==> src/rtl/pdh_ram.sv <==
// ============================================================================
// pdh_ram - generic simple dual-port RAM
// One write port, one read port, registered read data, read-before-write.
// ============================================================================
`default_nettype none

module pdh_ram #(
    parameter int unsigned WIDTH = 32,
    parameter int unsigned DEPTH = 16
) (
    input  wire logic                     i_clk,
    input  wire logic                     i_we,
    input  wire logic [$clog2(DEPTH)-1:0] i_waddr,
    input  wire logic [WIDTH-1:0]         i_wdata,
    input  wire logic [$clog2(DEPTH)-1:0] i_raddr,
    output logic      [WIDTH-1:0]         o_rdata
);

    logic [WIDTH-1:0] r_mem [DEPTH];
    logic [WIDTH-1:0] r_rdata;

    // Write and registered read; a same-address read returns the old word
    always_ff @(posedge i_clk) begin
        if (i_we) begin
            r_mem[i_waddr] <= i_wdata;
        end
        r_rdata <= r_mem[i_raddr];
    end

    assign o_rdata = r_rdata;

endmodule

`default_nettype wire

==> config.mk <==
export PLATFORM = sky130hd
export DESIGN_NAME = pdh_ram
export DESIGN_NICKNAME = d
export VERILOG_FILES = /design/src/rtl/pdh_ram.sv
export SDC_FILE = /design/constraint.sdc
export NUM_CORES = 1
export LEC_CHECK = 0
export BUFFER_PORTS_ARGS = -buffer_cell sky130_fd_sc_hd__buf_2
export CORE_MARGIN = 3
export CORE_UTILIZATION = 45
export DETAILED_ROUTE_END_ITERATION = 10
export GPL_TIMING_DRIVEN = 0
export PLACE_DENSITY = 0.66
export SLEW_MARGIN = 10
export SYNTH_ARGS = -nofsm -noshare
export SYNTH_HDL_FRONTEND = slang
export SYNTH_SLANG_ARGS = --single-unit
==> constraint.sdc <==
create_clock -name i_clk -period 3.2 [get_ports i_clk]
set_input_delay 0.16 -clock i_clk [delete_from_list [all_inputs] [get_ports i_clk]]
set_output_delay 0.16 -clock i_clk [all_outputs]
set_load 0.005 [all_outputs]
Word level (Yosys, flattened, before mapping)
Memories as Yosys holds them, arrays and structs flattened. A register that Yosys moved wholly into a read port is not among the register bits.
Cells that the tools add are included.
Operators by class
  mux-type cells: 2
  $lt $le $gt $ge: 0
  reduce and logical (&&, ||, !) cells: 0
  bitwise logic cells: 0
  div/mod/pow operators: 0
  add/sub/neg operators: 0
  equal/unequal tests: 0
  shift-type cells: 0
  multiply operators: 0
Operators with widths (number)
  two-way mux 1 bit: 2
Storage, ports and cells
  memory bits (read-only): 0
  logic and storage cells: 3
  memories: 1
  input port bits: 42
  bits in latches: 0
  bits in writable memories: 512
  bits in registers: 0
  output and inout bits: 32
Memory list
  r_mem: words 16, width 32, read ports 1, clocked after Yosys merged registers in 1, wr ports 1, RTL line 19  | logic [WIDTH-1:0] r_mem [DEPTH];

Logic depth before layout (Yosys ltp)
Gate-level depths: netlist of run 1.
  depth after elaboration: 2
  gate-level depth with buffers: 5
  gate-level depth less buffers: 3

Least setup slack after synthesis of run 1
Ideal clock, no wire load.
  path kind: input to register
  from: in i_waddr[2]
  to: mem r_mem[0][0], enable pin
  data required time: 2739 ps
  cell stages on the path: 2
  setup slack: -140 ps
  path buffers: 0
  library setup time: 461 ps
  arrival: 2878 ps
  cell sequence: or3b_2 > nor3_1
RTL lines
  from (decl): RTL line 13  | input wire logic [$clog2(DEPTH)-1:0] i_waddr,
  to (decl): RTL line 19
Straight into the memory's write port.

Worst setup path after layout of run 1
  from: in i_we
  to: mem r_mem[12][25], enable pin
Between the ends
  word-level cells in the longest chain between the ends: 2
Ends and longest elaborated chain
  from (decl): RTL line 12  | input wire logic i_we,
  two-way mux 1 bit: RTL line 24  | if (i_we) begin
  two-way mux 1 bit (not written as such): RTL line 25  | r_mem[i_waddr] <= i_wdata;
Every way passes these cells.

==> impl_metrics.py, run 1 <==
metrics = {
    "status": {
        "status": "finished, final reports clean",
    },
    "logic_synthesis": {
        "synth-simple-area-share_pct": 1.27,
        "post_synth.cell_area_avg_sq_um": 23.7,
        "synth_nets": 880,
        "yosysTopAreaCellShare_pct": 77.4,
        "synth_area_sq_um": 19900,
        "synth_top_family_by_area": "multiplexers",
        "synth_cell_type_count": 18,
        "synth_seq_cells": 544,
        "ys_warn_count": 0,
        "yosysSeqAreaShare_pct": 80.7,
        "synthAdderAreaFrac_pct": 0,
        "synth.mux.area_fraction_pct": 14.5,
        "synth-xor-area-share_pct": 0,
        "synth_compound_area_share_pct": 2.42,
        "synth_largest_area_cell": "edfxtp_1",
        "synth.area.top_cells": "edfxtp_1 (77%), mux4_2 (15%), dfxtp_1 (3.2%)",
        "syn_inst": 838,
    },
    "setup_path": {
        "critPathMaxStageDelay_ps": 770,
        "endpoint_kind": "register",
        "r2r_cells": 3,
        "crit_type": "in2reg",
        "reg2reg_slack_ps": 1770,
        "required_ps": 3490,
        "cp-start-kind": "primary input",
        "cp_max_fo": 9,
        "critPathSlowestCell": "nor3_2",
        "worstReg2RegStart": "r_mem[11][20]",
        "timing.rr.end": "o_rdata[20]",
        "worstPathCellList": "buf_2, nand3_1, nor3_2, buf_4, buf_6",
        "worstPathArrival_ps": 1900,
    },
    "finish": {
        "layout_commonest_cell": "edfxtp_1",
        "layout_common_cells": "edfxtp_1 (512), mux4_2 (128), buf_2 (75)",
        "nets": 1071,
        "syn_to_final_growth_pct": 19.5,
        "drive_gt1_share_pct": 31.9,
        "final_area_sq_um": 23700,
    },
    "hold_path": {
        "holdPathEnd": "r_mem[0][6]",
        "hold_depth": 2,
        "hold_class": "in2reg",
        "min_from": "i_waddr[1]",
    },
    "clock_tree": {
        "cts-root-buf": "clkbuf_16",
        "cts_resized": 0,
        "htree_levels": 2,
        "cts_buffer_depth": 3,
        "cts.sinks": 544,
        "cts_tree": "yes",
        "clk_pin_slew_worst_paths_ps": 60,
        "worstSkewPairLatency_ps": 600,
        "cts_buffers": 55,
    },
    "die": {
        "dieArea_sq_um": 46700,
        "io_pins": 74,
        "die-width_um": 216,
        "die_h_um": 216,
        "rows": 76,
        "start_util_pct": 45.8,
        "fp.coreArea_sq_um": 43400,
    },
    "timing": {
        "post-route-min-period_ps": 1610,
        "slew_headroom_pct": 36.7,
        "drv_slew": 0,
        "hold_slack_ps": 92.4,
        "setup_viol": 0,
        "tightest_slew_ps": 950,
        "rsz0062_at_grt": "no",
        "max_freq_mhz": 620,
        "clock_skew_ps": 25.1,
        "period_share_pct": 50.4,
        "hold_viol": 0,
        "setup_ws_ps": 1590,
    },
    "placed_design": {
        "post_dp_cell_area_sq_um": 21600,
        "place_congestion": 0.706,
        "pre_cts_slack_ps": 986,
        "io_buffers": 71,
        "hpwl_um": 27100,
    },
    "drt": {
        "wl_um": 43800,
        "ant_nets": 0,
        "drt-wirelength-per-cell_um": 26.4,
        "routed_via_density": 5.61,
        "drtPass1Iterations": 7,
        "drc_errors": 0,
        "detail_route.iter0.violations": 1085,
        "vias": 9325,
    },
    "pwr": {
        "finalPower_mw": 15.0,
        "p_leak_nw": 7.69,
        "powerDensity_nw_per_um2": 632,
        "ir_worst_vdd_v": 0.000477,
    },
    "global_routing": {
        "grt_max_degree": 20,
        "antenna_found_initial": 2,
        "track_usage_pct": 19.1,
        "grt_pass1_vias": 9843,
        "grt_pass1_wl_um": 64900,
        "grt_overflow": 0,
    },
    "run": {
        "maxCapViolCount": 0,
    },
}
## metrics by stage
step	setup TNS (ps)	util [%]	instances
after floorplan	0	-	838
after global placement	-562620	48.3	1494
after detailed placement	0	49.9	1525
after CTS	0	54.7	1660
after global routing	0	54.7	1660
final	0	54.7	1662
## power by group
part,total [mW],internal (mW),switching (mW)
Sequential,8.00,7.96,0.0388
Combinational,0.769,0.332,0.437
Clock,6.22,3.63,2.58
Total,15.0,11.9,3.06
## registers in the layout (all words and copies together) (netlist names)
name	cells
r_mem	512
o_rdata	32
## layer usage
layer	up-vias	share of wire, %	GRT usage [%]
met4	0	2.4	5.45
met1	4954	41	26.5
li1	3970	-	-
met2	333	50	31.3
met5	-	0	0
met3	68	6.9	3.82
## Yosys cell counts
cell type / number
clkbuf_1: 17
nand3b_1: 2
nand2_1: 33
mux4_2: 128
nor2b_1: 2
buf_6: 2
buf_2: 4
or3b_2: 1
nor3_1: 4
edfxtp_1: 512
a22oi_1: 64
and2_1: 1
nand3_1: 1
buf_1: 9
dfxtp_1: 32
nor2_1: 13
nand2b_1: 2
buf_4: 11
## how the worst max path moves through the flow
stage                from  slack, ps             to
2_1_floorplan  i_waddr[2]        160    r_mem[8][0]
3_3_place_gp   i_waddr[2]      -2770   r_mem[8][25]
3_5_place_dp   i_waddr[2]        990   r_mem[8][25]
4_1_cts        i_waddr[2]       1600   r_mem[8][25]
5_1_grt              i_we       1490  r_mem[12][25]
6_report             i_we       1590  r_mem[12][25]
## critical path, delay by kind of cell
family,cells,cell delay (ps)
buffers and inverters,3,630
AND/OR/NAND/NOR,2,1100
## cell families after synthesis
kind of cell / Yosys count
flip-flops: 544
multiplexers: 128
AO/OA/AOI/OAI: 64
AND/OR/NAND/NOR: 59
buffers and inverters: 43
## layout make-up
type / count / area [sq um]
Fill cell: 3305 / 19600
Sequential cell: 544 / 16000
Multi-Input combinational cell: 251 / 3730
Clock buffer: 71 / 1470
Timing Repair Buffer: 134 / 1250
Tap cell: 585 / 732
Clock inverter: 32 / 298
Buffer: 43 / 223
Antenna cell: 2 / 5.00
## timing repair
| item | CTS | global route |
|---|---|---|
| hold buffers | 32 | 0 |
| buffers inserted | 0 | 0 |
| endpoints found under the hold margin | 512 | 0 |
(Power assumes the default switching activity.)
==> run 2, diff against run 1 <==
Settings changed: ABC_AREA set to 1, PLACE_DENSITY 0.66 to 0.64.
Clock period 3.2 ns to 1.7 ns, I/O delays scaled along.
==> impl_metrics.py, run 2 <==
metrics = {
    "setup_path": {
        "critPathSlowestCell": "buf_1",
        "path_delay_family": "buffers and inverters",
        "path_buf_inv": 4,
        "worstPathArrival_ps": 2190,
        "cp-start-kind": "primary input",
        "crit_type": "in2reg",
        "required_ps": 2240,
        "cp_max_fo": 10,
        "critPathMaxStageDelay_ps": 630,
        "endpoint_kind": "register",
        "worstPathCellList": "dlygate4sd3_1, clkbuf_1, inv_1, buf_1, nand3_1, nand2_1",
    },
    "finish": {
        "layout_commonest_cell": "nand2_1",
        "largest_register_ffs": 512,
        "num_antenna_cells": 0,
        "layout_common_cells": "nand2_1 (677), edfxtp_1 (512), inv_1 (388)",
        "drive_gt1_share_pct": 11.4,
        "syn_to_final_growth_pct": 17.2,
        "nets": 2342,
        "nFillCells": 4238,
        "largest-register": "r_mem",
    },
    "clock_tree": {
        "cts.sinks": 544,
        "clk_pin_slew_worst_paths_ps": 60,
        "cts_buffers": 56,
        "cts_resized": 0,
        "htree_levels": 2,
        "cts_tree": "yes",
        "worstSkewPairLatency_ps": 610,
        "post-cts-setup-buffers": 0,
        "cts-root-buf": "clkbuf_16",
        "cts_buffer_depth": 3,
    },
    "drt": {
        "detail_route.iter0.violations": 1842,
        "vias": 15500,
        "routed_via_density": 5.15,
        "drtPass1Iterations": 6,
        "ant_nets": 0,
        "wl_um": 62000,
        "drt-wirelength-per-cell_um": 20.6,
        "drc_errors": 0,
    },
    "placed_design": {
        "hpwl_um": 39100,
        "io_buffers": 71,
        "place_congestion": 0.808,
    },
    "timing": {
        "setup_tns_ps": 0,
        "clock_skew_ps": 8.33,
        "slew_headroom_pct": 31.8,
        "drv_slew": 0,
        "rsz0062_at_grt": "no",
        "post-route-min-period_ps": 1650,
        "max_freq_mhz": 605,
        "period_share_pct": 97.2,
        "setup_viol": 0,
        "tightest_slew_ps": 1020,
        "hold_slack_ps": 101,
        "hold_viol": 0,
    },
    "die": {
        "rows": 81,
        "die_h_um": 231,
        "fp.coreArea_sq_um": 49500,
        "dieArea_sq_um": 53200,
        "start_util_pct": 46.0,
        "io_pins": 74,
        "die-width_um": 231,
    },
    "global_routing": {
        "grt_pass1_wl_um": 92100,
        "grt_overflow": 0,
        "track_usage_pct": 23.3,
        "antenna_found_initial": 0,
        "grt_max_degree": 21,
        "grt_pass1_vias": 15000,
    },
    "pwr": {
        "power_frac_clock_pct": 41.6,
        "p_leak_nw": 11.4,
        "powerDensity_nw_per_um2": 1100,
        "finalPower_mw": 29.3,
        "p_int_mw": 22.7,
        "ir_worst_vdd_v": 0.000669,
        "power.switching_mw": 6.61,
        "p_comb_share_pct": 7.0,
        "pwr-share-seq_pct": 51.4,
        "swShare_pct": 22.5,
    },
    "hold_path": {
        "hold_class": "in2reg",
    },
    "logic_synthesis": {
        "async_flop_share_pct": 0,
        "yosysSeqAreaShare_pct": 70.5,
        "synth_seq_cells": 544,
        "yosysTopAreaCellShare_pct": 67.6,
        "synth_largest_area_cell": "edfxtp_1",
        "synth_commonest_cells": "nand2_1 (677), edfxtp_1 (512), inv_1 (388)",
        "post_synth.cell_area_avg_sq_um": 10.7,
        "synth_area_sq_um": 22700,
        "synth_cell_type_count": 15,
        "yosysMostFrequentCell": "nand2_1",
        "synth.area.top_cells": "edfxtp_1 (68%), nand2_1 (11%), nand3_1 (8.5%)",
        "ys_warn_count": 0,
        "syn_inst": 2120,
        "synth-edff-count": 512,
        "synth_nets": 2162,
        "ys.flop_type": "edfxtp_1",
    },
    "run": {
        "maxCapViolCount": 0,
    },
    "status": {
        "status": "finished, final reports clean",
    },
}
run 2: through the flow:
stage	utilization (%)	cell area, sq um	std cells	worst slack [ps]
floorplan	-	22700	2120	-378
global placement	48.4	23900	2855	-2270
detailed placement	49.5	24500	2873	-261
CTS	53.9	26600	3011	105
global route	53.9	26600	3011	28.5
finish	53.9	26600	3011	48.0
run 2: layout make-up:
| type | count | area [sq um] | share of cell area, % |
|---|---|---|---|
| inverters | 390 | 1470 | 5.51 |
| flip-flops and latches | 544 | 16000 | 60.1 |
| well taps | 664 | 831 | 3.12 |
| plain buffers | 105 | 702 | 2.64 |
| clock inverters | 24 | 239 | 0.897 |
| repair buffers | 122 | 1130 | 4.24 |
| clock buffers | 81 | 1590 | 5.96 |
| multi-input cells | 1081 | 4670 | 17.5 |
run 2: layer usage:
| layer | vias up | wire (um) | track usage, % |
|---|---|---|---|
| met2 | 697 | 29000 | 37.9 |
| li1 | 7214 | - | - |
| met4 | 2 | 2430 | 9.10 |
| met1 | 7448 | 25100 | 31.6 |
| met3 | 146 | 5470 | 3.91 |
| met5 | - | 33 | 0.460 |
run 2: logic make-up after synthesis:
kind of cell / share of synthesized area (%)
AND/OR/NAND/NOR: 20.0
flip-flops: 70.5
buffers and inverters: 9.54
run 2: power by group through the flow:
| stage | sequential, mW | combinational [mW] | clock (mW) |
|---|---|---|---|
| final | 15.1 | 2.05 | 12.2 |
| after CTS | 15.1 | 2.04 | 12.3 |
| after global placement | 15.3 | 1.86 | 0 |
| after floorplan | 15.4 | 1.03 | 0 |
| after global routing | 15.1 | 2.23 | 12.9 |
| after detailed placement | 15.3 | 1.97 | 0 |
run 2: worst register-to-register path, cell delays in order (launching register included):
cell,delay (ps)
edfxtp_1,390
inv_1,70
nand2_1,60
nand3_1,100
nand3_1,90
nand3_1,190
nand2_1,70
run 2: what timing repair did:
action,CTS,global route
hold buffers,33,0
hold endpoints to repair,514,0
endpoints found under the setup margin,0,0
run 2: worst paths after layout:
path | cells past startpoint | start | end | slack (ps)
worst max-delay path | 6 | i_raddr[3] | o_rdata[17] | 50
worst min-delay path | 5 | i_raddr[2] | o_rdata[2] | 100
worst min register to register | 6 | r_mem[11][19] | o_rdata[19] | 670
worst max register to register | 6 | r_mem[1][27] | o_rdata[27] | 620
==> run 3, diff against run 2 <==
Settings changed: CTS_CLUSTER_SIZE set to 40, PLACE_DENSITY 0.64 to not set.
==> impl_metrics.py, run 3 (synthesized netlist as in run 2, its figures left out) <==
metrics = {
    "die": {
        "die-width_um": 231,
        "rows": 81,
        "start_util_pct": 46.0,
        "die_h_um": 231,
        "fp.coreArea_sq_um": 49500,
        "dieArea_sq_um": 53200,
        "io_pins": 74,
    },
    "drt": {
        "detail_route.iter0.violations": 1694,
        "drt-wirelength-per-cell_um": 20.7,
        "drtPass1Iterations": 5,
        "vias": 15300,
        "routed_via_density": 5.08,
        "drc_errors": 0,
        "wl_um": 62100,
        "ant_nets": 0,
    },
    "timing": {
        "setup_viol": 1,
        "period_share_pct": 101,
        "hold_viol": 0,
        "post-route-min-period_ps": 1730,
        "slew_headroom_pct": 37.3,
        "drv_slew": 0,
        "hold_slack_ps": 34.3,
        "tightest_slew_ps": 940,
        "setup_ws_ps": -25.3,
        "rsz0062_at_grt": "no",
        "clock_skew_ps": 20.0,
        "max_freq_mhz": 580,
    },
    "hold_path": {
        "hold_class": "in2reg",
        "min_from": "i_raddr[2]",
        "hold_depth": 5,
        "holdPathEnd": "o_rdata[1]",
    },
    "clock_tree": {
        "cts.sinks": 544,
        "cts-root-buf": "clkbuf_16",
        "cts_buffer_depth": 3,
        "cts_buffers": 55,
        "cts_tree": "yes",
        "worstSkewPairLatency_ps": 600,
        "htree_levels": 2,
        "clk_pin_slew_worst_paths_ps": 60,
        "post-cts-setup-buffers": 0,
    },
    "pwr": {
        "p_leak_nw": 11.3,
        "powerDensity_nw_per_um2": 1090,
        "ir_worst_vdd_v": 0.000634,
    },
    "finish": {
        "layout_common_cells": "nand2_1 (677), edfxtp_1 (512), inv_1 (388)",
        "syn_to_final_growth_pct": 16.7,
        "largest-register": "r_mem",
        "post-route-util_pct": 53.6,
        "layout_commonest_cell": "nand2_1",
        "num_antenna_cells": 0,
        "drive_gt1_share_pct": 11.2,
        "finalNonFillerCells": 3006,
        "largest_register_ffs": 512,
        "nets": 2340,
    },
    "run": {
        "maxCapViolCount": 0,
    },
    "status": {
        "violations": "negative setup slack",
        "status": "finished, violations left",
    },
    "global_routing": {
        "grt_max_degree": 20,
        "grt_pass1_vias": 14700,
        "antenna_found_initial": 0,
        "grt_pass1_wl_um": 92800,
        "grt_overflow": 0,
        "track_usage_pct": 23.6,
    },
    "placed_design": {
        "place_congestion": 0.817,
        "pre_cts_slack_ps": -271,
        "dp_cells": 2872,
        "io_buffers": 71,
        "hpwl_um": 39400,
    },
    "setup_path": {
        "r2r_cells": 6,
        "required_ps": 2220,
        "cp-start-kind": "primary input",
        "endpoint_kind": "register",
        "reg2reg_slack_ps": 640,
        "worstPathArrival_ps": 2250,
        "timing.rr.end": "o_rdata[17]",
        "crit_type": "in2reg",
        "worstReg2RegStart": "r_mem[7][17]",
        "cp_max_fo": 10,
    },
}
run 3: changes by cell type in the layout (fill, tap and decap cells not counted):
cell        before  now
bufinv_16        4    3
clkinvlp_4       2    0
clkbuf_1        31   30
buf_16          11    9
buf_12           8    9
clkinv_1         4    5
clkinv_2         9   12
clkbuf_8         7    6
inv_6            3    0
run 3: worst max path at each step:
| stage | slack [ps] | depth (start not counted) | startpoint | endpoint |
|---|---|---|---|---|
| after floorplan | -380 | 2 | i_waddr[2] | r_mem[10][0] |
| after global placement | -2260 | 3 | i_waddr[2] | r_mem[8][7] |
| after detailed placement | -270 | 4 | i_waddr[3] | r_mem[6][9] |
| after CTS | 80 | 6 | i_raddr[3] | o_rdata[17] |
| after global routing | 50 | 6 | i_raddr[3] | o_rdata[17] |
| final | -30 | 6 | i_raddr[3] | o_rdata[17] |
run 3: metal layers:
metal	vias to the layer above	GRT usage (%)	wire length [um]
li1	7205	-	-
met1	7304	33.6	26500
met2	647	37.5	28400
met3	113	3.76	5450
met4	0	7.61	1750
met5	-	0	0
run 3: worst max-delay path, stage by stage:
cell and delay, ps:
dlygate4sd3_1 530, clkbuf_1 250, inv_1 310, buf_1 620
nand3_1 300, nand2_1 150
run 3: layout make-up:
| type | count | area [sq um] |
|---|---|---|
| plain buffers | 105 | 702 |
| clock buffers | 79 | 1570 |
| clock inverters | 22 | 186 |
| fillers | 4329 | 22900 |
| inverters | 390 | 1470 |
| multi-input cells | 1081 | 4670 |
| flip-flops and latches | 544 | 16000 |
| well taps | 664 | 831 |
| repair buffers | 121 | 1090 |
run 3: per-stage QoR:
| stage | cell area, sq um | TNS [ps] | power [mW] |
|---|---|---|---|
| global route | 26500 | 0 | 29.9 |
| detailed placement | 24400 | -45360 | 17.3 |
| CTS | 26500 | 0 | 29.1 |
| finish | 26500 | -25.3 | 28.9 |
| global placement | 23900 | -868890 | 17.2 |
| floorplan | 22700 | -120750 | 16.4 |
run 3: what timing repair did:
item                      CTS  global route
hold buffers               33             0
resized for setup           0             0
hold endpoints to repair  514             0
run 3: report_power, final:
group / switching [mW] / internal, mW / total (mW) / leakage (nW)
Clock: 4.97 / 6.84 / 11.8 / 0.870
Sequential: 0.0741 / 15.0 / 15.1 / 4.90
Combinational: 1.42 / 0.627 / 2.05 / 5.56
